**src/otpd_pkg.sv**
```systemverilog
// Package with shared constants, types and helpers for the ordered two-pattern detector.
`timescale 1ns / 1ps
`default_nettype none

package otpd_pkg;

    // Field and register widths.
    localparam int BYTE_W          = 8;
    localparam int PAT_W           = 64;
    localparam int LEN_W           = 4;
    localparam int GAP_W           = 4;
    localparam int CFG_IDX_W       = 2;
    localparam int VERDICT_W       = 2;
    localparam int DEFAULT_MAX_PAT = 8;

    // Gap counters saturate at this value.
    localparam logic [GAP_W-1:0] GAP_MAX = 4'd15;

    // Configuration register indexes.
    typedef enum logic [CFG_IDX_W-1:0] {
        REG_FIRST_PATTERN  = 2'd0,
        REG_FIRST_LENGTH   = 2'd1,
        REG_SECOND_PATTERN = 2'd2,
        REG_SECOND_LENGTH  = 2'd3
    } cfg_reg_t;

    // Bit positions inside the verdict.
    localparam int VERDICT_FWD_BIT = 0;
    localparam int VERDICT_BWD_BIT = 1;

    // Effective pattern length: zero counts as one, large values clip to the maximum.
    function automatic logic [LEN_W-1:0] eff_len(
        input logic [LEN_W-1:0] len,
        input logic [LEN_W-1:0] max_len
    );
        logic [LEN_W-1:0] res;
        begin
            if (len == '0)
            begin
                res = LEN_W'(1);
            end
            else if (len > max_len)
            begin
                res = max_len;
            end
            else
            begin
                res = len;
            end
            return res;
        end
    endfunction

endpackage

`default_nettype wire

```
**src/ordered_two_pattern_detector.sv**
```systemverilog
// Timing: a text byte is registered in the input register on acceptance and processed from there;
// the verdict is loaded into the output register when the last byte of a text is processed.
// Throughput: one text byte per cycle, set by the single-pass window compare stage.
// The input stalls only when a last byte meets a verdict that is still waiting.
// Reset (asynchronous, active low) clears the window, the search state and the output valid flag,
// and returns the patterns to zero and the lengths to one.
`timescale 1ns / 1ps
`default_nettype none

module ordered_two_pattern_detector
    import otpd_pkg::*;
#(
    parameter int MAX_PATTERN = DEFAULT_MAX_PAT
)
(
    input  wire logic                 clk,
    input  wire logic                 rst_n,

    input  wire logic                 cfg_write,
    input  wire logic [CFG_IDX_W-1:0] cfg_index,
    input  wire logic [PAT_W-1:0]     cfg_data,

    input  wire logic                 text_valid,
    output logic                      text_stall,
    input  wire logic [BYTE_W-1:0]    text_byte,
    input  wire logic                 last_byte,

    output logic                      verdict_valid,
    input  wire logic                 verdict_stall,
    output logic [VERDICT_W-1:0]      verdict
);

    localparam int WIN_W  = MAX_PATTERN * BYTE_W;
    localparam int FILL_W = $clog2(MAX_PATTERN + 1);
    localparam logic [LEN_W-1:0]  MAX_LEN  = LEN_W'(MAX_PATTERN);
    localparam logic [FILL_W-1:0] FILL_MAX = FILL_W'(MAX_PATTERN);

    // Configuration registers.
    logic [PAT_W-1:0] first_pattern_reg;
    logic [LEN_W-1:0] first_length_reg;
    logic [PAT_W-1:0] second_pattern_reg;
    logic [LEN_W-1:0] second_length_reg;

    // Input register.
    logic              in_valid_reg;
    logic [BYTE_W-1:0] in_byte_reg;
    logic              in_last_reg;

    // Search state.
    logic [WIN_W-1:0]  window_reg,    window_next;
    logic [FILL_W-1:0] fill_reg,      fill_next;
    logic              fwd_seen_reg,  fwd_seen_next;
    logic [GAP_W-1:0]  fwd_gap_reg,   fwd_gap_next;
    logic              fwd_found_reg, fwd_found_next;
    logic              bwd_seen_reg,  bwd_seen_next;
    logic [GAP_W-1:0]  bwd_gap_reg,   bwd_gap_next;
    logic              bwd_found_reg, bwd_found_next;

    // Output register.
    logic                 verdict_valid_reg;
    logic [VERDICT_W-1:0] verdict_reg;

    logic             process;
    logic             can_process;
    logic [LEN_W-1:0] len1;
    logic [LEN_W-1:0] len2;
    logic [FILL_W-1:0] fill_upd;
    logic [WIN_W-1:0] window_upd;
    logic             fwd_match1;
    logic             fwd_match2;
    logic             rev_match1;
    logic             rev_match2;
    logic [MAX_PATTERN-1:0] rev_eq1;
    logic [MAX_PATTERN-1:0] rev_eq2;
    logic [MAX_PATTERN-1:0] mask1;
    logic [MAX_PATTERN-1:0] mask2;
    logic             fwd_found_upd;
    logic             bwd_found_upd;

    // Configuration writes.
    always_ff @(posedge clk or negedge rst_n)
    begin
        if (!rst_n)
        begin
            first_pattern_reg  <= '0;
            first_length_reg   <= LEN_W'(1);
            second_pattern_reg <= '0;
            second_length_reg  <= LEN_W'(1);
        end
        else if (cfg_write)
        begin
            case (cfg_reg_t'(cfg_index))
                REG_FIRST_PATTERN:  first_pattern_reg  <= cfg_data;
                REG_FIRST_LENGTH:   first_length_reg   <= cfg_data[LEN_W-1:0];
                REG_SECOND_PATTERN: second_pattern_reg <= cfg_data;
                REG_SECOND_LENGTH:  second_length_reg  <= cfg_data[LEN_W-1:0];
                default: ;
            endcase
        end
    end

    // A last byte can be processed only when the output register is free to take its verdict.
    assign can_process = !(in_last_reg && verdict_valid_reg && verdict_stall);
    assign process     = in_valid_reg && can_process;
    assign text_stall  = in_valid_reg && !can_process;

    // Input register loads each accepted transaction.
    always_ff @(posedge clk or negedge rst_n)
    begin
        if (!rst_n)
        begin
            in_valid_reg <= 1'b0;
        end
        else if (!text_stall)
        begin
            in_valid_reg <= text_valid;
        end
    end

    always_ff @(posedge clk)
    begin
        if (!text_stall && text_valid)
        begin
            in_byte_reg <= text_byte;
            in_last_reg <= last_byte;
        end
    end

    // Window shift and fill count for the byte being processed.
    assign len1       = eff_len(first_length_reg, MAX_LEN);
    assign len2       = eff_len(second_length_reg, MAX_LEN);
    assign window_upd = WIN_W'({window_reg, in_byte_reg});
    assign fill_upd   = (fill_reg < FILL_MAX) ? fill_reg + FILL_W'(1) : fill_reg;

    // Pattern in text order ending at the newest byte: one candidate per length.
    always_comb
    begin
        logic ok1;
        logic ok2;
        fwd_match1 = 1'b0;
        fwd_match2 = 1'b0;
        for (int l = 1; l <= MAX_PATTERN; l++)
        begin
            ok1 = 1'b1;
            ok2 = 1'b1;
            for (int k = 0; k < l; k++)
            begin
                if (window_upd[BYTE_W*k +: BYTE_W] !=
                    first_pattern_reg[BYTE_W*(l-1-k) +: BYTE_W])
                begin
                    ok1 = 1'b0;
                end
                if (window_upd[BYTE_W*k +: BYTE_W] !=
                    second_pattern_reg[BYTE_W*(l-1-k) +: BYTE_W])
                begin
                    ok2 = 1'b0;
                end
            end
            if (len1 == LEN_W'(l))
            begin
                fwd_match1 = ok1;
            end
            if (len2 == LEN_W'(l))
            begin
                fwd_match2 = ok2;
            end
        end
        if (LEN_W'(fill_upd) < len1)
        begin
            fwd_match1 = 1'b0;
        end
        if (LEN_W'(fill_upd) < len2)
        begin
            fwd_match2 = 1'b0;
        end
    end

    // Reversed pattern ending at the newest byte: bytewise compare under a length mask.
    always_comb
    begin
        for (int k = 0; k < MAX_PATTERN; k++)
        begin
            rev_eq1[k] = window_upd[BYTE_W*k +: BYTE_W] == first_pattern_reg[BYTE_W*k +: BYTE_W];
            rev_eq2[k] = window_upd[BYTE_W*k +: BYTE_W] == second_pattern_reg[BYTE_W*k +: BYTE_W];
            mask1[k]   = LEN_W'(k) < len1;
            mask2[k]   = LEN_W'(k) < len2;
        end
        rev_match1 = (&(rev_eq1 | ~mask1)) && (LEN_W'(fill_upd) >= len1);
        rev_match2 = (&(rev_eq2 | ~mask2)) && (LEN_W'(fill_upd) >= len2);
    end

    // Forward and backward search progress.
    always_comb
    begin
        fwd_seen_next  = fwd_seen_reg;
        fwd_gap_next   = fwd_gap_reg;
        fwd_found_upd  = fwd_found_reg;
        bwd_seen_next  = bwd_seen_reg;
        bwd_gap_next   = bwd_gap_reg;
        bwd_found_upd  = bwd_found_reg;
        window_next    = window_reg;
        fill_next      = fill_reg;

        if (process)
        begin
            window_next = window_upd;
            fill_next   = fill_upd;

            if (fwd_seen_reg)
            begin
                if (fwd_gap_reg < GAP_MAX)
                begin
                    fwd_gap_next = fwd_gap_reg + GAP_W'(1);
                end
                if (!fwd_found_reg && fwd_gap_next >= len2 && fwd_match2)
                begin
                    fwd_found_upd = 1'b1;
                end
            end
            else if (fwd_match1)
            begin
                fwd_seen_next = 1'b1;
                fwd_gap_next  = '0;
            end

            if (bwd_seen_reg)
            begin
                if (bwd_gap_reg < GAP_MAX)
                begin
                    bwd_gap_next = bwd_gap_reg + GAP_W'(1);
                end
                if (!bwd_found_reg && bwd_gap_next >= len1 && rev_match1)
                begin
                    bwd_found_upd = 1'b1;
                end
            end
            else if (rev_match2)
            begin
                bwd_seen_next = 1'b1;
                bwd_gap_next  = '0;
            end
        end

        fwd_found_next = fwd_found_upd;
        bwd_found_next = bwd_found_upd;

        // The last byte of a text clears all search state.
        if (process && in_last_reg)
        begin
            window_next    = '0;
            fill_next      = '0;
            fwd_seen_next  = 1'b0;
            fwd_gap_next   = '0;
            fwd_found_next = 1'b0;
            bwd_seen_next  = 1'b0;
            bwd_gap_next   = '0;
            bwd_found_next = 1'b0;
        end
    end

    // Search state registers.
    always_ff @(posedge clk or negedge rst_n)
    begin
        if (!rst_n)
        begin
            window_reg    <= '0;
            fill_reg      <= '0;
            fwd_seen_reg  <= 1'b0;
            fwd_gap_reg   <= '0;
            fwd_found_reg <= 1'b0;
            bwd_seen_reg  <= 1'b0;
            bwd_gap_reg   <= '0;
            bwd_found_reg <= 1'b0;
        end
        else
        begin
            window_reg    <= window_next;
            fill_reg      <= fill_next;
            fwd_seen_reg  <= fwd_seen_next;
            fwd_gap_reg   <= fwd_gap_next;
            fwd_found_reg <= fwd_found_next;
            bwd_seen_reg  <= bwd_seen_next;
            bwd_gap_reg   <= bwd_gap_next;
            bwd_found_reg <= bwd_found_next;
        end
    end

    // Output register holds the verdict until its transaction completes.
    always_ff @(posedge clk or negedge rst_n)
    begin
        if (!rst_n)
        begin
            verdict_valid_reg <= 1'b0;
        end
        else if (process && in_last_reg)
        begin
            verdict_valid_reg <= 1'b1;
        end
        else if (!verdict_stall)
        begin
            verdict_valid_reg <= 1'b0;
        end
    end

    always_ff @(posedge clk)
    begin
        if (process && in_last_reg)
        begin
            verdict_reg[VERDICT_FWD_BIT] <= fwd_found_upd;
            verdict_reg[VERDICT_BWD_BIT] <= bwd_found_upd;
        end
    end

    assign verdict_valid = verdict_valid_reg;
    assign verdict       = verdict_reg;

`ifndef NO_ASSERTIONS
    // The input stalls only behind a waiting verdict.
    assert property (@(posedge clk) disable iff (!rst_n)
        text_stall |-> (verdict_valid_reg && verdict_stall && in_last_reg))
        else $error("input stalled without a blocked verdict");

    // Closing a text leaves the search state cleared.
    assert property (@(posedge clk) disable iff (!rst_n)
        (process && in_last_reg) |=> (fill_reg == '0 && !fwd_seen_reg && !bwd_seen_reg
                                      && !fwd_found_reg && !bwd_found_reg))
        else $error("search state not cleared after last byte");

    // A found flag needs its leading pattern to have been seen.
    assert property (@(posedge clk) disable iff (!rst_n)
        (fwd_found_reg |-> fwd_seen_reg) and (bwd_found_reg |-> bwd_seen_reg))
        else $error("found flag set without leading pattern");

    // A gap only counts after the leading pattern.
    assert property (@(posedge clk) disable iff (!rst_n)
        ((fwd_gap_reg != '0) |-> fwd_seen_reg) and ((bwd_gap_reg != '0) |-> bwd_seen_reg))
        else $error("gap counting without leading pattern");
`endif

endmodule

`default_nettype wire
```
**config.mk**
```make
export PLATFORM = sky130hd
export DESIGN_NAME = ordered_two_pattern_detector
export DESIGN_NICKNAME = d
export VERILOG_FILES = /design/src/otpd_pkg.sv /design/src/ordered_two_pattern_detector.sv
export SDC_FILE = /design/constraint.sdc
export NUM_CORES = 1
export LEC_CHECK = 0
export BUFFER_PORTS_ARGS = -buffer_cell sky130_fd_sc_hd__buf_2
export CAP_MARGIN = 0
export CORE_MARGIN = 4
export CORE_UTILIZATION = 37
export DETAILED_ROUTE_END_ITERATION = 10
export GPL_TIMING_DRIVEN = 0
export SLEW_MARGIN = 20
export SYNTH_ARGS = -nofsm -noshare
export SYNTH_HDL_FRONTEND = slang
export SYNTH_SLANG_ARGS = --single-unit
```
**constraint.sdc**
```tcl
create_clock -name clk -period 7.8 [get_ports clk]
set_clock_uncertainty 0.1 [all_clocks]
set_input_delay 0.39 -clock clk [delete_from_list [all_inputs] [get_ports clk]]
set_output_delay 0.39 -clock clk [all_outputs]
set_load 0.03 [all_outputs]
```
; Word level (Yosys, flattened, before mapping)
; Index checks and enable logic that the tools add are counted.
[classes]
n_eq_ne = 108
add_sub_neg = 3
n_lt_le_gt_ge = 27
muxes = 131
n_reduce_logical = 30
n_bitwise = 4
[op_table]
columns = op, n
row1 = $ne A8 B8 Y1, 72
row2 = $eq A8 B8 Y1, 16
row3 = $mux W56, 2
row4 = $mux W1, 108
row5 = $mux W4, 21
row6 = $eq A4 B3 Y1 const B, 8
row7 = $lt A3 B4 Y1 const A, 8
row8 = $eq A4 B2 Y1 const B, 4
row9 = $ge A4 B4 Y1, 4
row10 = $lt A1 B4 Y1 const A, 4
row11 = $lt A2 B4 Y1 const A, 4
row12 = $not A8 Y8, 2
row13 = $or A8 B8 Y8, 2
row14 = $reduce_and A8 Y1, 2
row15 = $add A4 B1 Y4 const B, 3
row16 = $logic_and A1 B1 Y1, 12
row17 = $lt A4 B4 Y1 const B, 3
row18 = $reduce_and A2 Y1, 6
row19 = $eq A4 B1 Y1 const B, 2
row20 = $eq A4 B4 Y1 const B, 2
row21 = $gt A4 B4 Y1 const B, 2
row22 = $logic_not A4 Y1, 2
row23 = $lt A4 B4 Y1, 2
row24 = $reduce_bool A3 Y1, 2
row25 = 6 further kinds, 10
[totals]
register_bits = 221
output_inout_bits = 4
wordCells = 320
input_bits = 80

; Depth between registers and ports, before layout
[depth]
word_depth = 18
mapped_depth = 12
mapped_depth_nobuf = 11

; Least setup slack after synthesis
; OpenSTA, ideal clock, no wires.
[synth_timing]
path_type = register to register
startpoint = register fill_reg[0]
endpoint = register bwd_gap_reg[1]
stages_incl_launch_ff = 10
n_path_buf = 0
slack_ns = 5.261
arrival_ns = 2.317
synth_period_minus_slack_ns = 2.539
t_required_ns = 7.578
setup_ns = 0.122
cell_sequence = dfrtp_1 > ha_1 > mux2_2 > ha_1 > nand3_1 > o21ai_0 > nand2_1 > o31a_1 > a311o_1 > a32o_1
[synth_via]
elab_chain_cells = 6
word_cells_on_any_way = 7
classes_between = add/sub: 1 / order compare: 2 / mux: 1 / reduce/logical: 3
[synth_lines]
columns = item, line_no
row1 = "start, declared", ordered_two_pattern_detector.sv:51  ; logic [FILL_W-1:0] fill_reg, fill_next;
row2 = "start signal, assigned", ordered_two_pattern_detector.sv:278  ; fill_reg <= fill_next;
row3 = $add A4 B1 Y4 / $lt A4 B4 Y1 (equally long branches), ordered_two_pattern_detector.sv:133  ; assign fill_upd = (fill_reg < FILL_MAX) ? fill_reg + FILL_W'(1) : fill_reg;
row4 = $mux W4 *, ordered_two_pattern_detector.sv:133
row5 = $ge A4 B4 Y1 *, ordered_two_pattern_detector.sv:189  ; rev_match2 = (&(rev_eq2 | ~mask2)) && (LEN_W'(fill_upd) >= len2);
row6 = $logic_and A1 B1 Y1 *, ordered_two_pattern_detector.sv:189
row7 = $reduce_bool A3 Y1 (no source line) *, -
row8 = $reduce_and A2 Y1 (no source line) *, -
row9 = "end signal, assigned", ordered_two_pattern_detector.sv:283  ; bwd_gap_reg <= bwd_gap_next;
row10 = "end, declared", ordered_two_pattern_detector.sv:56  ; logic [GAP_W-1:0] bwd_gap_reg, bwd_gap_next;
; Every way passes the cells marked *; elsewhere a longest branch is shown, timed or not.
; A chain may end at the register's enable or synchronous reset.

; Worst setup path after layout
[layout_timing]
startpoint = register in_byte_reg[3]
endpoint = register fwd_gap_reg[2]
[layout_via]
elab_chain_cells = 13
word_cells_on_any_way = 55
classes_between = eq/ne: 8 / mux: 45 / reduce/logical: 2
[layout_lines]
columns = item, line_no
row1 = "start, declared", ordered_two_pattern_detector.sv:46  ; logic [BYTE_W-1:0] in_byte_reg;
row2 = "start signal, assigned", ordered_two_pattern_detector.sv:124  ; in_byte_reg <= text_byte;
row3 = $ne A8 B8 Y1, ordered_two_pattern_detector.sv:148  ; if (window_upd[BYTE_W*k +: BYTE_W] !=
row4 = $mux W1, ordered_two_pattern_detector.sv:148
row5 = $mux W1 (on tied branches) (7 in a row), "ordered_two_pattern_detector.sv:159, ordered_two_pattern_detector.sv:148"
row6 = $mux W1 *, ordered_two_pattern_detector.sv:159  ; if (len1 == LEN_W'(l))
row7 = $mux W1 *, ordered_two_pattern_detector.sv:168  ; if (LEN_W'(fill_upd) < len1)
row8 = $reduce_bool A3 Y1 (no source line) *, -
row9 = $reduce_and A2 Y1 (no source line) *, -
row10 = "end signal, assigned", ordered_two_pattern_detector.sv:280  ; fwd_gap_reg <= fwd_gap_next;
row11 = "end, declared", ordered_two_pattern_detector.sv:53  ; logic [GAP_W-1:0] fwd_gap_reg, fwd_gap_next;
; Marked as above.

==> metrics.txt <==
total die area=48800 um^2; Max rail drop VDD=0.000182 V; gr usage total=32.9%; gpl congestion=roughly 1.1; Psw=around 2.0 mW; crit path launch=in_byte_reg[3]$_DFFE_PP_; Routed Antenna Nets=0; Main synth FF type=dfrtp_1; nets@finish=between 1500 and 2000; sequential power share=roughly 30%; Max Clk Rate=roughly 0.23 GHz; P_int=around 2.8 mW; Synth async-reset ratio=a little over nine tenths; worst endpoint required time=8110 ps; antenna violations before repair=5; clock sink count=221; logic gate share of total power=44.1%; slowest stage cell, crit path=nor4_1; DIE WIDTH=221 um; Tmin final=roughly 4300 ps; Layout Cells excl Fill=around 2500; top cell type's share of synthesized area=a little under a third; CP Launch Type=flop; crit-path cells=buf_2, buf_2, xor2_1, nor4_1, nand4_1, nor3_1, o32ai_1, a211oi_2, o21ai_0; total number of vias=~15000; Synth Cell Area=around 17000 um^2; DRC=0; family with the most delay on the worst path=simple AND/OR/NAND/NOR gates; Arr. time, crit path=between 4000 and 5000 ps; Die Ht=approximately 220 um; drt initial violations=around 1700; critical path's most frequent cell=buf_2; Reg clk slew, reported paths=60 ps; Finished Cell Area=about 20000 um^2; Crit Path Class=flop to flop; clock tree buffer depth=3; Area Overhead vs Synth=17.1%; Netlist cell types=53; setup_tns=0 ps; io pins=84; final setup violation count=0; later-pin clock latency in the skew report=570 ps; met3 usage=between 10% and 20%; setup bufs post-CTS=0; slowest stage delay, CP=970 ps; pin count of the biggest net entering global routing=99; RSZ-0062 raised after global routing=false; Syn Area/Cell=just under 10 um^2; CP Max Fanout=10; DR WL/cell=about 33 um; sequential-to-total area share from yosys stat=between 30 and 40%; Yosys warning count=0; layout cells sized above 1=between 15 and 20%; cts repair resizes=0; number of global-route vias before repair=~15000; final slew viol count=0; crit end category=flop; hold path start=cfg_data[0]; max-cap viol count=0; CP Buf/Inv Count=2; CTS H-tree lvls=1; Synth area leaders=dfrtp_1 31%, xnor2_1 21%, xor2_1 12%, mux2_2 9.3%, nand4_1 4.1%; power per cell area=243 nW/um^2; GR Util met1=between 40% and 50%; Worst slew margin=between 10% and 20%; Least-Margin Pin Slew=between 1000 and 1500 ps; DP Wirelength=approximately 60 mm; Min-Delay Path Class=input port to flop; GRT busiest layer=met2; Initial Utilization=37.7%; clock group share of total power=26.0%; drt pass-1 iters=5; first-pass GRT wire length=approximately 110 mm; reg-to-reg startpoint=in_byte_reg[3]$_DFFE_PP_; number of buffers created by CTS=27; vias per inst=5.84; period utilization=54.7%; core footprint=approximately 45000 um^2; leakage=7.79 nW; Setup WS pre-CTS=3840 ps; gr ovfl total=0; final hold vios=0; sw frac=around two fifths; Final WS setup=between 3000 and 4000 ps; synthesized flop and latch total=221; CTS tree=yes; # rows=77; Port-buffer cells=between 80 and 90; status=finished clean; clock root buffer=clkbuf_16; top cells by count, synth=407 x xnor2_1, 239 x xor2_1, 208 x dfrtp_1, 139 x mux2_2, 114 x clkbuf_1; # hold bufs at CTS=75; Synth area leader=dfrtp_1; EDFF count, synth=11; Cells after Synth=between 1500 and 2000; Synth Net Count=1786; most numerous cell in the Yosys netlist=xnor2_1; placed inst area=18000 um^2; Cell Count Post-Placement=2364; WL final=roughly 83 mm; grt met2 use=between 40% and 50%
-- per-stage QoR --
step,hold slack [ps],util (%),total power [mW]
4_1_cts,6.95,44.1,4.72
3_3_place_gp,407,40.3,3.41
5_1_grt,24.6,44.1,4.93
3_5_place_dp,141,40.5,3.44
2_1_floorplan,-5.59,-,2.72
6_report,25.6,44.1,4.77
-- final timing paths --
| path | cells after the start | slack (ps) | end |
|---|---|---|---|
| max in group asynchronous | 3 | 6660 | first_pattern_reg[12]$_DFFE_PN0P_ |
| worst max-delay path | 9 | 3530 | fwd_gap_reg[2]$_DFFE_PN0P_ |
| worst min register to register | 2 | 430 | verdict_valid$_DFFE_PN0P_ |
| worst min-delay path | 2 | 30 | second_pattern_reg[0]$_DFFE_PN0P_ |
| min in group asynchronous | 2 | 170 | first_pattern_reg[0]$_DFFE_PN0P_ |
| worst max register to register | 9 | 3530 | fwd_gap_reg[2]$_DFFE_PN0P_ |
-- final cells by class --
| cell class | instances | area [um^2] |
|---|---|---|
| Sequential cell | 221 | 5590 |
| Inverter | 8 | 30.0 |
| Multi-Input combinational cell | 1238 | 10200 |
| Antenna cell | 3 | 7.51 |
| Fill cell | 4391 | 24900 |
| Tap cell | 592 | 741 |
| Clock inverter | 13 | 134 |
| Clock buffer | 35 | 726 |
| Buffer | 220 | 955 |
| Timing Repair Buffer | 160 | 1230 |
-- kinds of logic (layout without fill, tap and decap cells) --
logic type      after synthesis  count (layout)  share of synthesized area [%]
compound gates              117             117                           5.56
xor+xnor                    646             646                           33.7
fa+ha+maj                    20              20                           1.48
buf+inv                     228             436                           5.81
flops                       221             221                           33.3
mux                         139             139                           9.33
other cells                   0               3                              0
simple gates                316             316                           10.8
-- cells in the final DEF, fill, tap and decap left out, drive strengths merged, types with 3 or more instances in the layout --
| master | synthesis | layout |
|---|---|---|
| nand4 | 111 | 111 |
| xnor2 | 407 | 407 |
| nor4 | 76 | 76 |
| or4 | 4 | 4 |
| a22o | 58 | 58 |
| clkinvlp | 0 | 3 |
| a211oi | 4 | 4 |
| dlygate4sd3 | 0 | 75 |
| o31ai | 3 | 3 |
| a21oi | 8 | 8 |
| inv | 8 | 9 |
| nor2 | 26 | 26 |
| o22ai | 3 | 3 |
| mux2 | 139 | 139 |
| and2 | 3 | 3 |
| nand2b | 7 | 7 |
| ha | 19 | 19 |
| clkinv | 0 | 7 |
| o21ai | 13 | 13 |
| clkbuf | 115 | 150 |
| xor2 | 239 | 239 |
| a32o | 5 | 5 |
| buf | 105 | 190 |
| nor3b | 4 | 4 |
| diode | 0 | 3 |
| nor2b | 3 | 3 |
| dfrtp | 208 | 208 |
| nand3 | 27 | 27 |
| nor3 | 16 | 16 |
| nand2 | 31 | 31 |
| a21o | 7 | 7 |
| edfxtp | 11 | 11 |
-- metal layers --
| metal | up-vias | part of all wire (%) |
|---|---|---|
| met5 | - | 0 |
| met4 | 0 | 6.8 |
| met3 | 273 | 11 |
| met2 | 887 | 43 |
| met1 | 7240 | 40 |
| li1 | 6136 | - |
-- power groups by stage --
stage,Clock (mW),Combinational (mW),Sequential [mW]
after CTS,1.26,2.04,1.42
after floorplan,0,1.32,1.41
after global placement,0,1.97,1.44
after detailed placement,0,2.00,1.44
final,1.24,2.10,1.43
after global routing,1.31,2.18,1.44
(Power assumes the default switching activity.)
